==> src/rtl/core/prf_pkg.sv <==
// Shared types, constants and helpers for the page replacement block.
// Used by prf_ctrl, prf_dpath and page_replacement_fifo_lru_top; depends on nothing.
package prf_pkg;

   // Table geometry.
   localparam int NUM_FRAMES = 16;
   localparam int PAGE_BITS  = 20;
   localparam int STAMP_BITS = 32;
   localparam int CNT_BITS   = 32;
   localparam int IDX_W      = $clog2(NUM_FRAMES);
   localparam int FILL_W     = $clog2(NUM_FRAMES + 1);
   localparam int FIDX_W     = 4;
   localparam int FRAMES_W   = 5;

   // Register port geometry.
   localparam int CSR_ADDR_W = 3;
   localparam int CSR_DATA_W = 32;

   // Operation codes.
   localparam logic OP_ACCESS = 1'b0;
   localparam logic OP_FLUSH  = 1'b1;

   // Replacement policies.
   localparam logic POLICY_FIFO = 1'b0;
   localparam logic POLICY_LRU  = 1'b1;

   // Register index, taken from address bit 2.
   localparam logic REG_POLICY = 1'b0;
   localparam logic REG_FRAMES = 1'b1;

   // Reset values of the registers.
   localparam logic                POLICY_RESET = POLICY_LRU;
   localparam logic [FRAMES_W-1:0] FRAMES_RESET = FRAMES_W'(NUM_FRAMES);

   // One request beat.
   typedef struct packed {
      logic                 operation;
      logic [PAGE_BITS-1:0] page_number;
      logic                 is_write;
   } req_type;

   // One result beat.
   typedef struct packed {
      logic                 hit;
      logic                 fault;
      logic [FIDX_W-1:0]    frame_index;
      logic                 evicted_valid;
      logic [PAGE_BITS-1:0] evicted_page;
      logic                 evicted_dirty;
      logic [CNT_BITS-1:0]  event_count;
      logic [CNT_BITS-1:0]  read_count;
      logic [CNT_BITS-1:0]  write_count;
      logic [CNT_BITS-1:0]  fault_count;
   } rsp_type;

   // Commands from the controller to the datapath.
   typedef struct packed {
      logic load;
      logic scan;
      logic update;
   } cmd_type;

   // Status from the datapath to the controller.
   typedef struct packed {
      logic scan_end;
      logic match;
   } status_type;

   // Saturating increment of an event counter.
   function automatic logic [CNT_BITS-1:0] sat_inc(input logic [CNT_BITS-1:0] v);
      return (v == '1) ? v : v + 1'b1;
   endfunction

endpackage

==> src/rtl/core/prf_ctrl.sv <==
// Sequencer for the page replacement block: accept, frame scan, table update.
// Depends on prf_pkg for the command and status types.
module prf_ctrl (
   input  logic                clock,
   input  logic                reset,
   input  logic                start,
   input  prf_pkg::status_type status,
   output logic                busy,
   output prf_pkg::cmd_type    cmd
);
   import prf_pkg::*;

   localparam logic [1:0] S_IDLE   = 2'd0;
   localparam logic [1:0] S_SCAN   = 2'd1;
   localparam logic [1:0] S_UPDATE = 2'd2;

   logic [1:0] state_ff;
   logic [1:0] state_in;

   // Next state: the scan ends on the first match or after the last filled frame.
   always_comb begin
      state_in = state_ff;
      unique case (state_ff)
         S_IDLE: begin
            if (start) state_in = S_SCAN;
         end
         S_SCAN: begin
            if (status.scan_end || status.match) state_in = S_UPDATE;
         end
         S_UPDATE: begin
            state_in = S_IDLE;
         end
         default: begin
            state_in = S_IDLE;
         end
      endcase
   end

   always_ff @(posedge clock) begin
      if (reset) begin
         state_ff <= S_IDLE;
      end else begin
         state_ff <= state_in;
      end
   end

   // Commands decode from the state; the load also needs start.
   assign busy       = (state_ff != S_IDLE);
   assign cmd.load   = (state_ff == S_IDLE) && start;
   assign cmd.scan   = (state_ff == S_SCAN);
   assign cmd.update = (state_ff == S_UPDATE);

endmodule

==> src/rtl/core/prf_dpath.sv <==
// Datapath of the page replacement block: frame table, scan pointer, victim
// choice, counters and the result register. Depends on prf_pkg.
module prf_dpath (
   input  logic                          clock,
   input  logic                          reset,
   input  prf_pkg::cmd_type              cmd,
   input  prf_pkg::req_type              req_data,
   input  logic                          policy,
   input  logic [prf_pkg::FRAMES_W-1:0]  frames_in_use,
   output prf_pkg::status_type           status,
   output logic                          rsp_valid,
   output prf_pkg::rsp_type              rsp_data
);
   import prf_pkg::*;

   // Frame table. Pages and stamps are only used inside the filled range.
   logic [PAGE_BITS-1:0]  page_mem  [NUM_FRAMES];
   logic [STAMP_BITS-1:0] stamp_mem [NUM_FRAMES];
   logic [NUM_FRAMES-1:0] dirty_ff, dirty_in;

   logic [FILL_W-1:0]     filled_ff, filled_in;
   logic [IDX_W-1:0]      head_ff, head_in;
   logic [STAMP_BITS-1:0] time_ff, time_in;
   logic [CNT_BITS-1:0]   events_ff, events_in;
   logic [CNT_BITS-1:0]   reads_ff, reads_in;
   logic [CNT_BITS-1:0]   writes_ff, writes_in;
   logic [CNT_BITS-1:0]   faults_ff, faults_in;

   // Per-item working registers.
   req_type               req_ff, req_in;
   logic [FILL_W-1:0]     idx_ff, idx_in;
   logic                  hit_ff, hit_in;
   logic [STAMP_BITS-1:0] best_ff, best_in;
   logic [IDX_W-1:0]      best_idx_ff, best_idx_in;

   logic                  rsp_valid_ff, rsp_valid_in;
   rsp_type               rsp_ff, rsp_in;

   logic [PAGE_BITS-1:0]  page_rd_ff;
   logic [STAMP_BITS-1:0] stamp_rd_ff;

   logic [IDX_W-1:0]      rd_idx;
   logic [PAGE_BITS-1:0]  page_rd;
   logic [STAMP_BITS-1:0] stamp_rd;
   logic                  dirty_rd;
   logic [FILL_W-1:0]     limit;
   logic [IDX_W-1:0]      head_eff;
   logic [FILL_W-1:0]     head_next;
   logic [IDX_W-1:0]      head_wrap;
   logic [FILL_W-1:0]     miss_slot;
   logic                  is_access;
   logic                  has_free;

   // One read port, addressed by the scan pointer; in the update cycle it
   // holds the chosen frame. The table read is registered at the next pointer
   // value, so the read data belongs to the frame at the current pointer.
   assign rd_idx   = idx_ff[IDX_W-1:0];
   assign page_rd  = page_rd_ff;
   assign stamp_rd = stamp_rd_ff;
   assign dirty_rd = dirty_ff[rd_idx];

   assign is_access = (req_ff.operation == OP_ACCESS);

   // Usable frame count: zero acts as one, large values clip to the table size.
   always_comb begin
      if (frames_in_use == '0) begin
         limit = FILL_W'(1);
      end else if (int'(frames_in_use) > NUM_FRAMES) begin
         limit = FILL_W'(NUM_FRAMES);
      end else begin
         limit = FILL_W'(frames_in_use);
      end
   end

   // Round-robin head, folded back when it lies beyond the usable frames.
   assign head_eff  = (FILL_W'(head_ff) >= limit) ? '0 : head_ff;
   assign head_next = FILL_W'(head_eff) + 1'b1;
   assign head_wrap = (head_next >= limit) ? '0 : head_next[IDX_W-1:0];
   assign has_free  = (filled_ff < limit);

   // Frame to load on a miss.
   always_comb begin
      if (has_free) begin
         miss_slot = filled_ff;
      end else if (policy == POLICY_LRU) begin
         miss_slot = FILL_W'(best_idx_ff);
      end else begin
         miss_slot = FILL_W'(head_eff);
      end
   end

   assign status.scan_end = (idx_ff == filled_ff);
   assign status.match    = is_access && !status.scan_end
                            && (page_rd == req_ff.page_number);

   // Next values of all registers.
   always_comb begin
      dirty_in     = dirty_ff;
      filled_in    = filled_ff;
      head_in      = head_ff;
      time_in      = time_ff;
      events_in    = events_ff;
      reads_in     = reads_ff;
      writes_in    = writes_ff;
      faults_in    = faults_ff;
      req_in       = req_ff;
      idx_in       = idx_ff;
      hit_in       = hit_ff;
      best_in      = best_ff;
      best_idx_in  = best_idx_ff;
      rsp_valid_in = 1'b0;
      rsp_in       = rsp_ff;

      // Take the request and start the scan at frame zero.
      if (cmd.load) begin
         req_in = req_data;
         idx_in = '0;
         hit_in = 1'b0;
      end

      // One frame per cycle: look for the page, track the oldest stamp,
      // or count dirty frames for a flush.
      if (cmd.scan) begin
         if (status.scan_end) begin
            if (is_access) idx_in = miss_slot;
         end else if (status.match) begin
            hit_in = 1'b1;
         end else begin
            idx_in = idx_ff + 1'b1;
            if (is_access) begin
               if ((idx_ff < limit) && ((idx_ff == '0) || (stamp_rd < best_ff))) begin
                  best_in     = stamp_rd;
                  best_idx_in = rd_idx;
               end
            end else if (dirty_rd) begin
               writes_in = sat_inc(writes_ff);
            end
         end
      end

      // Apply the item to the table and build the result beat.
      if (cmd.update) begin
         rsp_valid_in = 1'b1;
         rsp_in       = '0;
         if (!is_access) begin
            dirty_in  = '0;
            filled_in = '0;
         end else begin
            events_in = sat_inc(events_ff);
            if (hit_ff) begin
               if (req_ff.is_write) dirty_in[rd_idx] = 1'b1;
            end else begin
               faults_in = sat_inc(faults_ff);
               reads_in  = sat_inc(reads_ff);
               if (has_free) begin
                  filled_in = filled_ff + 1'b1;
               end else begin
                  rsp_in.evicted_valid = 1'b1;
                  rsp_in.evicted_page  = page_rd;
                  rsp_in.evicted_dirty = dirty_rd;
                  if (dirty_rd) writes_in = sat_inc(writes_ff);
               end
               dirty_in[rd_idx] = req_ff.is_write;
               head_in = (policy == POLICY_FIFO) ? head_wrap : head_eff;
            end
            if (time_ff != '1) time_in = time_ff + 1'b1;
            rsp_in.hit         = hit_ff;
            rsp_in.fault       = !hit_ff;
            rsp_in.frame_index = FIDX_W'(rd_idx);
         end
         rsp_in.event_count = events_in;
         rsp_in.read_count  = reads_in;
         rsp_in.write_count = writes_in;
         rsp_in.fault_count = faults_in;
      end
   end

   // Control state and counters.
   always_ff @(posedge clock) begin
      if (reset) begin
         dirty_ff     <= '0;
         filled_ff    <= '0;
         head_ff      <= '0;
         time_ff      <= STAMP_BITS'(1);
         events_ff    <= '0;
         reads_ff     <= '0;
         writes_ff    <= '0;
         faults_ff    <= '0;
         idx_ff       <= '0;
         hit_ff       <= 1'b0;
         rsp_valid_ff <= 1'b0;
      end else begin
         dirty_ff     <= dirty_in;
         filled_ff    <= filled_in;
         head_ff      <= head_in;
         time_ff      <= time_in;
         events_ff    <= events_in;
         reads_ff     <= reads_in;
         writes_ff    <= writes_in;
         faults_ff    <= faults_in;
         idx_ff       <= idx_in;
         hit_ff       <= hit_in;
         rsp_valid_ff <= rsp_valid_in;
      end
   end

   // Payload registers.
   always_ff @(posedge clock) begin
      req_ff      <= req_in;
      best_ff     <= best_in;
      best_idx_ff <= best_idx_in;
      rsp_ff      <= rsp_in;
   end

   // Frame table writes: stamp on every access, page only on a load.
   always_ff @(posedge clock) begin
      if (cmd.update && is_access) begin
         stamp_mem[rd_idx] <= time_ff;
         if (!hit_ff) page_mem[rd_idx] <= req_ff.page_number;
      end
   end

   // Frame table read at the pointer of the next cycle. Writes only happen in
   // the update cycle, and the next item's scan reads the table again first.
   always_ff @(posedge clock) begin
      page_rd_ff  <= page_mem[idx_in[IDX_W-1:0]];
      stamp_rd_ff <= stamp_mem[idx_in[IDX_W-1:0]];
   end

   assign rsp_valid = rsp_valid_ff;
   assign rsp_data  = rsp_ff;

endmodule

==> src/rtl/core/page_replacement_fifo_lru_top.sv <==
// Top level of the FIFO/LRU page frame table: register port, controller and datapath.
// Depends on prf_pkg, prf_ctrl and prf_dpath.
//
//   Channel   Ports                                  Handshake
//   request   start, busy, req_data                  beat taken when start && !busy
//   result    rsp_valid, rsp_data                    one-cycle strobe, no back-pressure
//   config    psel, penable, pwrite, paddr, pwdata,  write at access phase, pready = 1
//             prdata, pready
//
// An item passes an accept step, a scan of the filled frames, one frame a
// cycle, up to the first match or the last filled frame, and an update step;
// no new request is taken while busy is high. The result beat appears the
// cycle after the update, when busy has already dropped. Reset empties the
// table and clears the counters at once; there is no clearing pass. The
// receiver cannot stall, so the block never waits on it.
module page_replacement_fifo_lru_top (
   input  logic                            clock,
   input  logic                            reset,
   input  logic                            start,
   input  prf_pkg::req_type                req_data,
   output logic                            busy,
   output logic                            rsp_valid,
   output prf_pkg::rsp_type                rsp_data,
   input  logic                            psel,
   input  logic                            penable,
   input  logic                            pwrite,
   input  logic [prf_pkg::CSR_ADDR_W-1:0]  paddr,
   input  logic [prf_pkg::CSR_DATA_W-1:0]  pwdata,
   output logic [prf_pkg::CSR_DATA_W-1:0]  prdata,
   output logic                            pready
);
   import prf_pkg::*;

   logic                csr_policy_ff;
   logic [FRAMES_W-1:0] csr_frames_ff;
   logic                csr_write;
   logic                csr_sel;
   cmd_type             cmd;
   status_type          status;

   // Register port: writes complete in the access phase.
   assign pready    = 1'b1;
   assign csr_write = psel && penable && pwrite && pready;
   assign csr_sel   = paddr[2];

   always_ff @(posedge clock) begin
      if (reset) begin
         csr_policy_ff <= POLICY_RESET;
         csr_frames_ff <= FRAMES_RESET;
      end else if (csr_write) begin
         unique case (csr_sel)
            REG_POLICY: csr_policy_ff <= pwdata[0];
            REG_FRAMES: csr_frames_ff <= pwdata[FRAMES_W-1:0];
            default:    csr_policy_ff <= csr_policy_ff;
         endcase
      end
   end

   // Read data.
   always_comb begin
      unique case (csr_sel)
         REG_POLICY: prdata = CSR_DATA_W'(csr_policy_ff);
         REG_FRAMES: prdata = CSR_DATA_W'(csr_frames_ff);
         default:    prdata = '0;
      endcase
   end

   prf_ctrl u_ctrl (
      .clock  (clock),
      .reset  (reset),
      .start  (start),
      .status (status),
      .busy   (busy),
      .cmd    (cmd)
   );

   prf_dpath u_dpath (
      .clock         (clock),
      .reset         (reset),
      .cmd           (cmd),
      .req_data      (req_data),
      .policy        (csr_policy_ff),
      .frames_in_use (csr_frames_ff),
      .status        (status),
      .rsp_valid     (rsp_valid),
      .rsp_data      (rsp_data)
   );

endmodule
==> config.mk <==
export PLATFORM = sky130hd
export DESIGN_NAME = page_replacement_fifo_lru_top
export DESIGN_NICKNAME = d
export VERILOG_FILES = /design/src/rtl/core/prf_pkg.sv /design/src/rtl/core/prf_ctrl.sv /design/src/rtl/core/prf_dpath.sv /design/src/rtl/core/page_replacement_fifo_lru_top.sv
export SDC_FILE = /design/constraint.sdc
export NUM_CORES = 2
export LEC_CHECK = 0
export BUFFER_PORTS_ARGS = -buffer_cell sky130_fd_sc_hd__buf_4
export CAP_MARGIN = 20
export CORE_MARGIN = 1
export CORE_UTILIZATION = 45
export CTS_CLUSTER_SIZE = 28
export DETAILED_ROUTE_END_ITERATION = 8
export GPL_TIMING_DRIVEN = 0
export HOLD_SLACK_MARGIN = 0.03
export SETUP_SLACK_MARGIN = 0.3
export SLEW_MARGIN = 20
export SYNTH_ARGS = -nofsm -noshare
export SYNTH_HDL_FRONTEND = slang
export SYNTH_HIERARCHICAL = 1
export SYNTH_SLANG_ARGS = --single-unit
export TNS_END_PERCENT = 20
==> constraint.sdc <==
create_clock -name clock -period 16.7 [get_ports clock]
set_input_delay 2.505 -clock clock [delete_from_list [all_inputs] [get_ports clock]]
set_output_delay 2.505 -clock clock [all_outputs]
set_load 0.01 [all_outputs]
==> out/metrics.cfg <==
[placed_design]
dpl_cell_area_sq_mm = 0.0682
place.gp.congestion = 0.941
dp_cells = 8233
dp_hpwl_mm = 151
io_buffer_count = 196

[critical_path]
worstPathRequired_ns = 17.30
r2r-end = u_dpath/page_rd[13]
worstReg2RegStart = u_dpath/req_ff[8]
arrival_ns = 6.48
critPathLaunchType = primary input
cp-end-kind = register
rr_worst_depth = 11
rrSetupSlack_ns = 11.00
crit_type = in2reg
critPathMaxFanout = 10

[die]
die_w_um = 377
core_area_sq_mm = 0.140
die_area_sq_mm = 0.142
fp.dieH_um = 377
initial_utilization = 0.453
rows = 137
num_io_pins = 254

[worst_hold_path]
min_path_type = reg2reg
min-delay-start = u_dpath/stamp_rd[5]
holdPathEnd = u_dpath/best_ff[5]
min_delay_path_depth = 0

[grt]
grt_overflow = 0
grt_pass1_wl_mm = 321
antenna_found_initial = 9
grt_start_max_net_pins = 55
grt.total_usage = 0.306
grt_pass1_vias = 49200

[finish]
synthToLayoutAreaGrowth_pct = 15.6
nNetsFinal = 6629
nFillCells = 12300
final_common_cell = nand2_1
drive_gt1_frac = 0.113
stdcell_count = 8519
final_area_sq_mm = 0.0731
final_cell_mix = nand2_1 (1187), edfxtp_1 (1046), a21oi_1 (941), clkbuf_1 (386), nand3_1 (347)

[route]
routedWlPerCell_um = 26.2
viasPerCell = 6.21
drt_iter0_drc = 7914
drt_wl_total_mm = 223
antenna_left = 0
drc = 0
vias = 52900
drt_first_pass_iters = 7

[cts]
cts_max_level = 4
clk_latency_ns = 0.80
clk_pin_slew_ns = 0.06
cts_setup_buffers = 0
root_buffer = clkbuf_16
numCtsBuffers = 147
hold_buffers = 0
cts_buffer_depth = 3
cts.sinks = 1298
cts_tree = built
ctsResizeCount = 0

[timing]
rsz0062_at_grt = false
hold_viol = 0
tightest_slew_ns = 1.28
period_needed_ns = 5.88
setup_tns_ns = 0
fin_skew_ns = 0.0360
slew_headroom = 0.148
fin_crit_sh = 0.352
setup_violations = 0
max_freq_mhz = 170
drv_slew = 0

[pwr]
p_per_area_mw_per_mm2 = 110
leakage_uw = 0.0252
peakVddDrop_mv = 0.0795
total_power_uw = 8010

[logic_synthesis]
synth-async-reset-ratio = 0
synth_top_family_by_area = compound AO/OA/AOI/OAI gates
yosysTopAreaCell = edfxtp_1
syn_area_per_cell_sq_um = 10.4
synthXorXnorAreaFrac = 0.0385
ys_seq_area_frac = 0.577
yosys_warnings = 6
synth_simple_gate_area_share = 0.154
synth_edf_count = 1046
synth_cells = 6100
synth.area.mux_share = 0.00520
ys_types = 84
synth_area_sq_mm = 0.0632
synth_fa_ha_area_frac = 0.0117
synth-main-ff-cell = edfxtp_1
synth_seq_cells = 1298
synth_top_area_frac = 0.497
synth_compound_area_frac = 0.175
synth_area_leaders = edfxtp_1 (50%), dfxtp_1 (8.0%), a21oi_1 (7.5%), nand2_1 (7.0%), nand3_1 (2.7%)

[flow_run]
maxCapViolations = 0

[status]
status = complete, no violations

==> kinds of logic after synthesis <==
group / Yosys count
fa+ha+maj: 59
flops: 1298
mux: 26
xor+xnor: 276
simple gates: 2209
buf+inv: 574
compound gates: 1656
other cells: 2
==> registers in the layout (all words and copies together) (netlist names), 5 cells and up <==
signal	cells
csr_frames_ff	5
u_dpath/best_ff	32
u_dpath/dirty_ff	16
u_dpath/events_ff	32
u_dpath/faults_ff	32
u_dpath/filled_ff	5
u_dpath/idx_ff	5
u_dpath/page_mem	320
u_dpath/page_rd	20
u_dpath/reads_ff	32
u_dpath/req_ff	22
u_dpath/rsp_data	156
u_dpath/stamp_mem	512
u_dpath/stamp_rd	32
u_dpath/time_ff	32
u_dpath/writes_ff	32
==> worst max path at each step <==
| stage | startpoint | end | slack (ns) | cells after the start |
|---|---|---|---|---|
| after floorplan | start | u_dpath/page_rd[10] | 11.03 | 12 |
| after global placement | u_ctrl/state_ff[1] | u_dpath/stamp_mem[10][19] | 6.18 | 5 |
| after detailed placement | start | u_dpath/page_rd[13] | 10.21 | 13 |
| after CTS | start | u_dpath/page_rd[13] | 11.04 | 13 |
| after global routing | start | u_dpath/stamp_rd[6] | 10.91 | 13 |
| final | start | u_dpath/page_rd[13] | 10.82 | 13 |
==> per-layer routing <==
layer  wire (um)  share of wire  global-route usage
met1       87900           0.39               0.405
met2       98000           0.44               0.461
met3       25900           0.12              0.0818
met4       11600          0.052               0.156
met5          44        0.00020                   0
==> critical path: stages <==
cell and delay (ns):
buf_4 0.09, inv_1 0.05, nor2_4 0.43, inv_1 0.21
nand2_1 0.23, o22ai_1 0.17, o311a_1 0.47, nor2_4 0.19
buf_2 0.57, clkbuf_1 0.76, o211ai_1 0.32, nand3_1 0.23
nand4_1 0.24
==> cell usage after synthesis, types with 4 or more instances <==
cell type / number
a211oi_1: 4
a21o_1: 22
a21oi_1: 942
a221o_1: 53
a221oi_1: 114
a221oi_2: 88
a22oi_1: 13
a31oi_1: 4
and2_1: 42
and2_2: 4
and3_1: 48
and4_1: 15
buf_1: 26
buf_2: 68
buf_4: 33
buf_6: 12
clkbuf_1: 375
dfxtp_1: 252
edfxtp_1: 1046
ha_1: 59
inv_1: 59
mux2_2: 5
mux2i_1: 16
mux4_2: 5
nand2_1: 1187
nand2b_1: 25
nand3_1: 347
nand4_1: 105
nor2_1: 290
nor2b_1: 24
nor3_1: 36
nor4_1: 20
o2111ai_1: 102
o211ai_1: 217
o21a_1: 6
o21ai_0: 54
or2_2: 5
or3_1: 38
xnor2_1: 99
xor2_1: 175
==> final cells by class <==
| type | instances | area (sq um) | area share |
|---|---|---|---|
| Clock inverter | 81 | 778 | 0.0107 |
| Antenna cell | 13 | 32.5 | 0.000445 |
| Timing Repair Buffer | 232 | 2290 | 0.0313 |
| Inverter | 60 | 225 | 0.00308 |
| Clock buffer | 191 | 4070 | 0.0557 |
| Buffer | 514 | 2250 | 0.0308 |
| Tap cell | 1876 | 2350 | 0.0321 |
| Multi-Input combinational cell | 4254 | 24600 | 0.337 |
| Sequential cell | 1298 | 36500 | 0.499 |
==> where the power goes <==
part,switching (uW),internal [uW]
registers,60.8,3530
clock network,1350,1910
logic,823,333
total,2230,5780
==> through the flow <==
stage          worst slack [ns]  hold WS, ns   util
3_3_place_gp               6.18        0.416  0.481
4_1_cts                   11.04        0.434  0.523
6_report                  10.82        0.432  0.524
3_5_place_dp              10.21        0.421  0.488
2_1_floorplan             11.03        0.400      -
5_1_grt                   10.91        0.441  0.523
(Power assumes the default switching activity.)
